--- src/sv/ptd_pkg.sv ---
package ptd_pkg;

   localparam int LABEL_W = 5;

   typedef enum logic [5:0] {
      ST_IDLE  = 6'b000001,
      ST_COUNT = 6'b000010,
      ST_SCAN  = 6'b000100,
      ST_MARK  = 6'b001000,
      ST_DEC   = 6'b010000,
      ST_LAST  = 6'b100000
   } state_type;

endpackage

--- src/sv/ptd_ram.sv ---
module ptd_ram #(
   parameter int WIDTH = 8,
   parameter int DEPTH = 16
) (
   input  logic                                         clock,
   input  logic                                         wr_en,
   input  logic [((DEPTH > 1) ? $clog2(DEPTH) : 1)-1:0] wr_addr,
   input  logic [WIDTH-1:0]                             wr_data,
   input  logic [((DEPTH > 1) ? $clog2(DEPTH) : 1)-1:0] rd_addr,
   output logic [WIDTH-1:0]                             rd_data
);

   logic [WIDTH-1:0] mem [DEPTH];
   logic [WIDTH-1:0] rd_data_ff;

   always_ff @(posedge clock) begin
      if (wr_en) begin
         mem[wr_addr] <= wr_data;
      end
      rd_data_ff <= mem[rd_addr];
   end

   assign rd_data = rd_data_ff;

endmodule

--- src/sv/prufer_sequence_tree_decoder.sv ---
// Decodes a Pruefer sequence into the edges of its labeled tree. Elements enter one per
// transaction; each element's occurrence count is updated by a read-modify-write of the
// count memory, and busy stays high while it is. The transaction with req_last_element set
// starts the decode, and busy stays high until the last edge has been issued. A sequence
// with a label outside 1..length+2, or with more than MAX_NODES-2 elements, gives a single
// result with rsp_bad_label set, in the cycle after the final element is counted. Otherwise,
// for each sequence entry the count memory is scanned one node per cycle for the lowest free
// leaf, then the leaf is marked and the parent count decremented. The closing edge is found
// by a further scan for the two nodes still free. Each result is shown for one cycle with
// rsp_strobe and cannot be held off, so the receiver must take every strobed transaction.
module prufer_sequence_tree_decoder
   import ptd_pkg::*;
#(
   parameter int MAX_NODES = 16
) (
   input  logic               clock,
   input  logic               reset,
   input  logic               start,
   output logic               busy,
   input  logic [LABEL_W-1:0] req_node_label,
   input  logic               req_last_element,
   output logic               rsp_strobe,
   output logic [LABEL_W-1:0] rsp_leaf_node,
   output logic [LABEL_W-1:0] rsp_parent_node,
   output logic               rsp_last_edge,
   output logic               rsp_bad_label
);

   localparam int SEQ_DEPTH = MAX_NODES - 2;
   localparam int SEQ_AW    = (SEQ_DEPTH > 1) ? $clog2(SEQ_DEPTH) : 1;
   localparam int LEN_W     = $clog2(SEQ_DEPTH + 1);
   localparam int NW        = $clog2(MAX_NODES);
   localparam int NCW       = $clog2(MAX_NODES + 1);
   localparam int CW        = $clog2(MAX_NODES - 1);

   function automatic logic [LABEL_W-1:0] node_num(input logic [NW-1:0] idx);
      node_num = LABEL_W'(32'(idx) + 32'd1);
   endfunction

   state_type state_ff, state_in;

   logic [LEN_W-1:0]   len_ff, len_in;
   logic               err_ff, err_in;
   logic               zero_ff, zero_in;
   logic [LABEL_W-1:0] max_ff, max_in;
   logic [MAX_NODES-1:0] vld_ff, vld_in;
   logic               last_ff, last_in;
   logic               cnt_en_ff, cnt_en_in;
   logic [NW-1:0]      lab_addr_ff, lab_addr_in;
   logic [LEN_W-1:0]   idx_ff, idx_in;
   logic [NCW-1:0]     scan_ff, scan_in;
   logic               chk_vld_ff, chk_vld_in;
   logic [NW-1:0]      chk_idx_ff, chk_idx_in;
   logic               first_ff, first_in;
   logic [LABEL_W-1:0] parent_ff, parent_in;
   logic               leaf_ok_ff, leaf_ok_in;
   logic [NW-1:0]      leaf_idx_ff, leaf_idx_in;
   logic               a_found_ff, a_found_in;
   logic [NW-1:0]      a_idx_ff, a_idx_in;
   logic               cnt_vld_ff, cnt_vld_in;
   logic               rsp_strobe_ff, rsp_strobe_in;
   logic [LABEL_W-1:0] rsp_leaf_ff, rsp_leaf_in;
   logic [LABEL_W-1:0] rsp_parent_ff, rsp_parent_in;
   logic               rsp_last_ff, rsp_last_in;
   logic               rsp_bad_ff, rsp_bad_in;

   logic               cnt_we;
   logic [NW-1:0]      cnt_waddr;
   logic [CW:0]        cnt_wdata;
   logic [NW-1:0]      cnt_raddr;
   logic [CW:0]        cnt_rdata;
   logic [CW-1:0]      rd_cnt;
   logic               rd_rem;
   logic               st_we;
   logic [SEQ_AW-1:0]  st_raddr;
   logic [LABEL_W-1:0] st_rdata;

   logic [NCW-1:0]     n_cur;
   logic [NW-1:0]      n_last_idx;
   logic [NW-1:0]      par_addr;
   logic [LEN_W-1:0]   idx_nx;
   logic               seq_bad;
   logic               slot_free;
   logic               scan_end;
   logic               scan_go;
   logic               clear_seq;

   assign busy       = (state_ff != ST_IDLE);
   assign n_cur      = NCW'(len_ff) + NCW'(2);
   assign n_last_idx = NW'(n_cur - NCW'(1));
   assign par_addr   = NW'(parent_ff - 5'd1);
   assign idx_nx     = idx_ff + 1'b1;
   assign rd_cnt     = cnt_rdata[CW-1:0];
   assign rd_rem     = cnt_rdata[CW];
   assign seq_bad    = err_ff || zero_ff || (8'(max_ff) > 8'(n_cur));
   assign slot_free  = chk_vld_ff && (!cnt_vld_ff || ((rd_cnt == '0) && !rd_rem));
   assign scan_end   = chk_vld_ff && (chk_idx_ff == n_last_idx);
   assign scan_go    = (scan_ff < n_cur);

   always_comb begin
      unique case (state_ff)
         ST_IDLE:           cnt_raddr = NW'(req_node_label - 5'd1);
         ST_SCAN, ST_LAST:  cnt_raddr = scan_go ? scan_ff[NW-1:0] : '0;
         ST_MARK:           cnt_raddr = par_addr;
         default:           cnt_raddr = '0;
      endcase
   end

   always_comb begin
      state_in      = state_ff;
      len_in        = len_ff;
      err_in        = err_ff;
      zero_in       = zero_ff;
      max_in        = max_ff;
      vld_in        = vld_ff;
      last_in       = last_ff;
      cnt_en_in     = cnt_en_ff;
      lab_addr_in   = lab_addr_ff;
      idx_in        = idx_ff;
      scan_in       = scan_ff;
      chk_vld_in    = 1'b0;
      chk_idx_in    = chk_idx_ff;
      first_in      = first_ff;
      parent_in     = parent_ff;
      leaf_ok_in    = leaf_ok_ff;
      leaf_idx_in   = leaf_idx_ff;
      a_found_in    = a_found_ff;
      a_idx_in      = a_idx_ff;
      cnt_vld_in    = vld_ff[cnt_raddr];
      rsp_strobe_in = 1'b0;
      rsp_leaf_in   = rsp_leaf_ff;
      rsp_parent_in = rsp_parent_ff;
      rsp_last_in   = rsp_last_ff;
      rsp_bad_in    = rsp_bad_ff;
      cnt_we        = 1'b0;
      cnt_waddr     = '0;
      cnt_wdata     = '0;
      st_we         = 1'b0;
      st_raddr      = '0;
      clear_seq     = 1'b0;

      if ((state_ff == ST_SCAN) || (state_ff == ST_LAST)) begin
         chk_vld_in = scan_go;
         chk_idx_in = scan_ff[NW-1:0];
         if (scan_go) begin
            scan_in = scan_ff + 1'b1;
         end
      end

      unique case (state_ff)
         ST_IDLE: begin
            if (start) begin
               last_in     = req_last_element;
               lab_addr_in = NW'(req_node_label - 5'd1);
               if (len_ff < LEN_W'(SEQ_DEPTH)) begin
                  st_we     = 1'b1;
                  len_in    = len_ff + 1'b1;
                  zero_in   = zero_ff || (req_node_label == '0);
                  max_in    = (req_node_label > max_ff) ? req_node_label : max_ff;
                  cnt_en_in = (req_node_label != '0) &&
                              (32'(req_node_label) <= 32'(MAX_NODES));
               end else begin
                  err_in    = 1'b1;
                  cnt_en_in = 1'b0;
               end
               state_in = ST_COUNT;
            end
         end
         ST_COUNT: begin
            if (cnt_en_ff) begin
               cnt_we    = 1'b1;
               cnt_waddr = lab_addr_ff;
               cnt_wdata = {1'b0, cnt_vld_ff ? rd_cnt + 1'b1 : CW'(1)};
            end
            if (!last_ff) begin
               state_in = ST_IDLE;
            end else if (seq_bad) begin
               rsp_strobe_in = 1'b1;
               rsp_leaf_in   = '0;
               rsp_parent_in = '0;
               rsp_last_in   = 1'b1;
               rsp_bad_in    = 1'b1;
               clear_seq     = 1'b1;
               state_in      = ST_IDLE;
            end else begin
               idx_in   = '0;
               scan_in  = '0;
               first_in = 1'b1;
               state_in = ST_SCAN;
            end
         end
         ST_SCAN: begin
            first_in = 1'b0;
            if (first_ff) begin
               parent_in = st_rdata;
            end
            if (slot_free || scan_end) begin
               leaf_ok_in    = slot_free;
               leaf_idx_in   = chk_idx_ff;
               rsp_strobe_in = 1'b1;
               rsp_leaf_in   = slot_free ? node_num(chk_idx_ff) : '0;
               rsp_parent_in = parent_ff;
               rsp_last_in   = 1'b0;
               rsp_bad_in    = 1'b0;
               state_in      = ST_MARK;
            end
         end
         ST_MARK: begin
            if (leaf_ok_ff) begin
               cnt_we    = 1'b1;
               cnt_waddr = leaf_idx_ff;
               cnt_wdata = {1'b1, CW'(0)};
            end
            state_in = ST_DEC;
         end
         ST_DEC: begin
            cnt_we     = 1'b1;
            cnt_waddr  = par_addr;
            cnt_wdata  = {cnt_vld_ff && rd_rem,
                          (cnt_vld_ff && (rd_cnt != '0)) ? rd_cnt - 1'b1 : CW'(0)};
            idx_in     = idx_nx;
            st_raddr   = (idx_nx < len_ff) ? idx_nx[SEQ_AW-1:0] : '0;
            scan_in    = '0;
            first_in   = 1'b1;
            a_found_in = 1'b0;
            state_in   = (idx_nx == len_ff) ? ST_LAST : ST_SCAN;
         end
         ST_LAST: begin
            if (slot_free && a_found_ff) begin
               rsp_strobe_in = 1'b1;
               rsp_leaf_in   = node_num(a_idx_ff);
               rsp_parent_in = node_num(chk_idx_ff);
               rsp_last_in   = 1'b1;
               rsp_bad_in    = 1'b0;
               clear_seq     = 1'b1;
               state_in      = ST_IDLE;
            end else if (scan_end) begin
               rsp_strobe_in = 1'b1;
               rsp_leaf_in   = slot_free  ? node_num(chk_idx_ff) :
                               a_found_ff ? node_num(a_idx_ff)   : '0;
               rsp_parent_in = '0;
               rsp_last_in   = 1'b1;
               rsp_bad_in    = 1'b0;
               clear_seq     = 1'b1;
               state_in      = ST_IDLE;
            end else if (slot_free) begin
               a_found_in = 1'b1;
               a_idx_in   = chk_idx_ff;
            end
         end
         default: begin
            state_in = ST_IDLE;
         end
      endcase

      if (cnt_we) begin
         vld_in[cnt_waddr] = 1'b1;
      end
      if (clear_seq) begin
         len_in  = '0;
         err_in  = 1'b0;
         zero_in = 1'b0;
         max_in  = '0;
         vld_in  = '0;
      end
   end

   always_ff @(posedge clock) begin
      if (reset) begin
         state_ff      <= ST_IDLE;
         len_ff        <= '0;
         err_ff        <= 1'b0;
         zero_ff       <= 1'b0;
         max_ff        <= '0;
         vld_ff        <= '0;
         last_ff       <= 1'b0;
         cnt_en_ff     <= 1'b0;
         idx_ff        <= '0;
         scan_ff       <= '0;
         chk_vld_ff    <= 1'b0;
         first_ff      <= 1'b0;
         leaf_ok_ff    <= 1'b0;
         a_found_ff    <= 1'b0;
         rsp_strobe_ff <= 1'b0;
      end else begin
         state_ff      <= state_in;
         len_ff        <= len_in;
         err_ff        <= err_in;
         zero_ff       <= zero_in;
         max_ff        <= max_in;
         vld_ff        <= vld_in;
         last_ff       <= last_in;
         cnt_en_ff     <= cnt_en_in;
         idx_ff        <= idx_in;
         scan_ff       <= scan_in;
         chk_vld_ff    <= chk_vld_in;
         first_ff      <= first_in;
         leaf_ok_ff    <= leaf_ok_in;
         a_found_ff    <= a_found_in;
         rsp_strobe_ff <= rsp_strobe_in;
      end
   end

   always_ff @(posedge clock) begin
      lab_addr_ff   <= lab_addr_in;
      chk_idx_ff    <= chk_idx_in;
      parent_ff     <= parent_in;
      leaf_idx_ff   <= leaf_idx_in;
      a_idx_ff      <= a_idx_in;
      cnt_vld_ff    <= cnt_vld_in;
      rsp_leaf_ff   <= rsp_leaf_in;
      rsp_parent_ff <= rsp_parent_in;
      rsp_last_ff   <= rsp_last_in;
      rsp_bad_ff    <= rsp_bad_in;
   end

   ptd_ram #(
      .WIDTH (CW + 1),
      .DEPTH (MAX_NODES)
   ) u_count_ram (
      .clock   (clock),
      .wr_en   (cnt_we),
      .wr_addr (cnt_waddr),
      .wr_data (cnt_wdata),
      .rd_addr (cnt_raddr),
      .rd_data (cnt_rdata)
   );

   ptd_ram #(
      .WIDTH (LABEL_W),
      .DEPTH (SEQ_DEPTH)
   ) u_seq_ram (
      .clock   (clock),
      .wr_en   (st_we),
      .wr_addr (len_ff[SEQ_AW-1:0]),
      .wr_data (req_node_label),
      .rd_addr (st_raddr),
      .rd_data (st_rdata)
   );

   assign rsp_strobe      = rsp_strobe_ff;
   assign rsp_leaf_node   = rsp_leaf_ff;
   assign rsp_parent_node = rsp_parent_ff;
   assign rsp_last_edge   = rsp_last_ff;
   assign rsp_bad_label   = rsp_bad_ff;

   a_strobe_single: assert property (@(posedge clock) disable iff (reset)
      rsp_strobe |=> !rsp_strobe)
      else $error("result strobe held for two cycles");

   a_accept_busy: assert property (@(posedge clock) disable iff (reset)
      (start && !busy) |=> busy)
      else $error("accepted element did not make the block busy");

   a_bad_shape: assert property (@(posedge clock) disable iff (reset)
      (rsp_strobe && rsp_bad_label) |-> (rsp_last_edge && (rsp_leaf_node == '0)))
      else $error("rejected sequence result is malformed");

   a_dec_nonzero: assert property (@(posedge clock) disable iff (reset)
      (state_ff == ST_DEC) |-> (cnt_vld_ff && (rd_cnt != '0)))
      else $error("parent count exhausted before its decrement");

   a_mark_not_parent: assert property (@(posedge clock) disable iff (reset)
      ((state_ff == ST_MARK) && leaf_ok_ff) |-> (leaf_idx_ff != par_addr))
      else $error("leaf chosen equals its parent");

endmodule

--- config.mk ---
export PLATFORM = sky130hd
export DESIGN_NAME = prufer_sequence_tree_decoder
export DESIGN_NICKNAME = d
export VERILOG_FILES = /design/src/sv/ptd_pkg.sv /design/src/sv/ptd_ram.sv /design/src/sv/prufer_sequence_tree_decoder.sv
export SDC_FILE = /design/constraint.sdc
export NUM_CORES = 1
export LEC_CHECK = 0
export BUFFER_PORTS_ARGS = -buffer_cell sky130_fd_sc_hd__buf_2
export CAP_MARGIN = 20
export CORE_ASPECT_RATIO = 1.4
export CORE_MARGIN = 1.5
export CORE_UTILIZATION = 44
export DETAILED_ROUTE_END_ITERATION = 10
export GPL_TIMING_DRIVEN = 0
export HOLD_SLACK_MARGIN = 0.03
export SYNTH_ARGS = -nofsm -noshare
export SYNTH_HDL_FRONTEND = slang
export SYNTH_SLANG_ARGS = --single-unit
--- constraint.sdc ---
create_clock -name clock -period 3.38 [get_ports clock]
set_input_delay 0.338 -clock clock [delete_from_list [all_inputs] [get_ports clock]]
set_output_delay 0.338 -clock clock [all_outputs]
set_load 0.02 [all_outputs]
==> impl_metrics.csv <==
group,metric,value,unit
run_status,outcome,"complete, no violations",
clock_tree,path_clk_slew,70,ps
global_routing,grt-ovfl-total,0,
clock_tree,clock_path_buffers,3,
clock_tree,hold_buffers,0,
timing,finalCriticalPeriod,3340,ps
detailed_routing,vias,6666,
timing,max_freq,0.299,GHz
detailed_routing,via_per_inst,5.42,
setup_path,cp-start-kind,"register",
global_routing,grt_pass1_vias,6786,
flow_run,maxCapViolCount,0,
layout,utilization,50.7,%
synth,synth_edf_count,183,
timing,rsz0062_at_grt,"yes",
layout,finalNetCount,941,
layout,fin_cells,1229,
die,die_x,134,um
die,io_pins,23,
clock_tree,cts_tree,"done",
synth,ys_async_sr_fraction,0,%
placed_design,hpwlAfterDp,17300,um
placed_design,post_dp_cell_area,11100,um2
global_routing,grt_pass1_wl,37300,um
global_routing,grt_max_degree,20,
placed_design,place_inst,1181,
setup_path,critPathCaptureType,"register",
synth,yosysWarnings,0,
detailed_routing,drcViolationCount,0,
clock_tree,cts.sinks,243,
synth,syn_inst,845,
synth,yosysSeqAreaShare,63.1,%
synth,synth_cell_types,66,
setup_path,worstRegToRegCells,9,
die,die_h,187,um
setup_path,r2r_slack,40,ps
timing,hold_ws,56.7,ps
detailed_routing,drtIter0Drc,396,
timing,drv_slew,0,
setup_path,setup.worst_path.end,"u_count_ram.mem[7][0]",
synth,synth_top_cell_area_share,51.8,%
synth,yosys-top-cells-count,"183 x edfxtp_1, 74 x nand2_1, 70 x nor2_1",
placed_design,gp_congestion,0.848,
layout,final_area,12100,um2
synth,syn_area_per_cell,12.6,um2
clock_tree,clk_latency,520,ps
setup_path,worstSetupPathType,"reg2reg",
detailed_routing,wl_per_cell,19.6,um
detailed_routing,drtPass1Iterations,5,
global_routing,antenna_found_initial,0,
synth,synth_area,10600,um2
clock_tree,numCtsBuffers,24,
timing,finalSetupViolations,0,
synth,syn_nets,885,
worst_hold_path,hold_class,"in2reg",
pwr,vdd_drop_max,0.563,mV
setup_path,arrival,3490,ps
detailed_routing,wirelength,24100,um
timing,finalHoldViolations,0,
synth,yosysTopAreaCell,"edfxtp_1",
clock_tree,cts_htree_levels,1,
placed_design,io_buffers,22,
clock_tree,cts_root_buf,"clkbuf_16",
layout,syn_to_final_growth,13.7,%
setup_path,worst-endpoint-required,3520,ps
die,dieArea,25100,um2
placed_design,dp_slack,-564,ps
timing,fin_crit_sh,99.0,%
die,rows,67,
layout,antenna_cells,0,
timing,slew_headroom,29.4,%
layout,drive_gt1_share,14.4,%
die,start_util,44.6,%
pwr,p_leak,4.13,nW
die,coreArea,23800,um2
timing,timing.final.ws_setup,35.1,ps
synth,yosysMostFrequentCell,"edfxtp_1",
setup_path,path_max_fanout,10,
pwr,p_per_area,546,nW/um2
setup_path,setup.worst_path.start,"state_ff[4]",
synth,yosys-top-cells-area,"edfxtp_1 52%, dfxtp_1 11%, mux2i_1 3.8%, ha_1 3.7%, nand2_1 2.6%",
synth,ys_seq_elements,243,
timing,tightest_slew,1050,ps
timing,finalClockSkew,29.7,ps
setup_path,reg2reg_to,"u_count_ram.mem[7][0]",
synth,synth_ff_type,"edfxtp_1",
setup_path,rr_startpoint,"state_ff[4]",
detailed_routing,ant_nets,0,
global_routing,grt_usage,19.5,%
## critical path: stages, from the launching register on
cell	delay (ps)
dfxtp_1	370
or2_1	320
or3_1	380
nor3b_2	330
and2_1	210
buf_2	220
a22oi_1	110
o21ai_0	270
nand2_1	260
nor2_1	490
## state kept, by name, summed over array words and instances, names as in the netlist, 6 cells and up
| register | cells |
|---|---|
| state_ff | 6 |
| u_count_ram.mem | 80 |
| u_seq_ram.mem | 70 |
| vld_ff | 16 |
## through the flow
| stage | total power [W] | TNS [ps] |
|---|---|---|
| after floorplan | 0.00375 | 0 |
| after global placement | 0.00394 | -41220 |
| after detailed placement | 0.00395 | -5960 |
| after CTS | 0.00665 | 0 |
| after global routing | 0.00682 | -3670 |
| final | 0.00659 | 0 |
## what timing repair did
item | CTS | global route
pin swaps | 1 | 0
setup endpoints to repair | 106 | 118
setup buffers | 1 | 4
cloned | 0 | 0
gates resized for setup | 10 | 23
## cells in the final DEF, fill, tap and decap left out, drive strengths merged, types with 10 or more instances in the layout
| master | instances |
|---|---|
| edfxtp | 183 |
| nand2 | 74 |
| nor2 | 70 |
| dfxtp | 60 |
| buf | 51 |
| clkbuf | 45 |
| mux2i | 40 |
| and2 | 34 |
| ha | 31 |
| inv | 28 |
| a211oi | 27 |
| a21oi | 27 |
| o21ai | 24 |
| o22ai | 21 |
| o21a | 20 |
| nand3 | 18 |
| xnor2 | 16 |
| nor3 | 15 |
| a31oi | 12 |
| and3 | 12 |
| clkinv | 11 |
| xor2 | 10 |
## area by class of cell
type,count,area [um2]
fillers,2131,11700
flip-flops and latches,243,6700
multi-input cells,539,3670
clock buffers,30,684
well taps,310,388
plain buffers,35,216
repair buffers,31,179
clock inverters,14,126
inverters,27,101
## cell families (layout without fill, tap and decap cells)
logic type | count (synthesis) | count (layout) | share of synthesized area (%)
and+or+nand+nor | 263 | 263 | 12.2
xor gates and xnor gates | 26 | 26 | 2.15
muxes | 47 | 47 | 4.52
adders and majority gates | 33 | 33 | 3.84
AOI/OAI and AO/OA | 170 | 170 | 11.3
buffers and inverters | 63 | 137 | 2.92
DFF | 243 | 243 | 63.1
## how the worst min path moves through the flow
| stage | startpoint | end | slack [ps] | cells after the start |
|---|---|---|---|---|
| global route | req_last_element | last_ff | 40 | 3 |
| global placement | u_seq_ram.rd_data[1] | parent_ff[1] | 390 | 0 |
| floorplan | u_seq_ram.rd_data[0] | parent_ff[0] | 390 | 0 |
| CTS | req_last_element | last_ff | 30 | 3 |
| finish | req_last_element | last_ff | 60 | 3 |
| detailed placement | u_seq_ram.rd_data[3] | parent_ff[3] | 390 | 0 |
## per-layer routing
metal / part of all wire (%) / GRT usage [%]
met5: 0 / 0
met4: 3.8 / 7.53
met3: 3.5 / 2.64
met2: 53 / 35.5
met1: 40 / 23.0
## report_power, final
part	total [W]	leakage [nW]	internal (W)	switching, W
logic	0.000583	1.65	0.000219	0.000364
registers	0.00331	2.07	0.00327	0.0000392
clock network	0.00269	0.402	0.00159	0.00110
total	0.00659	4.13	0.00508	0.00151
(Power assumes the default switching activity.)
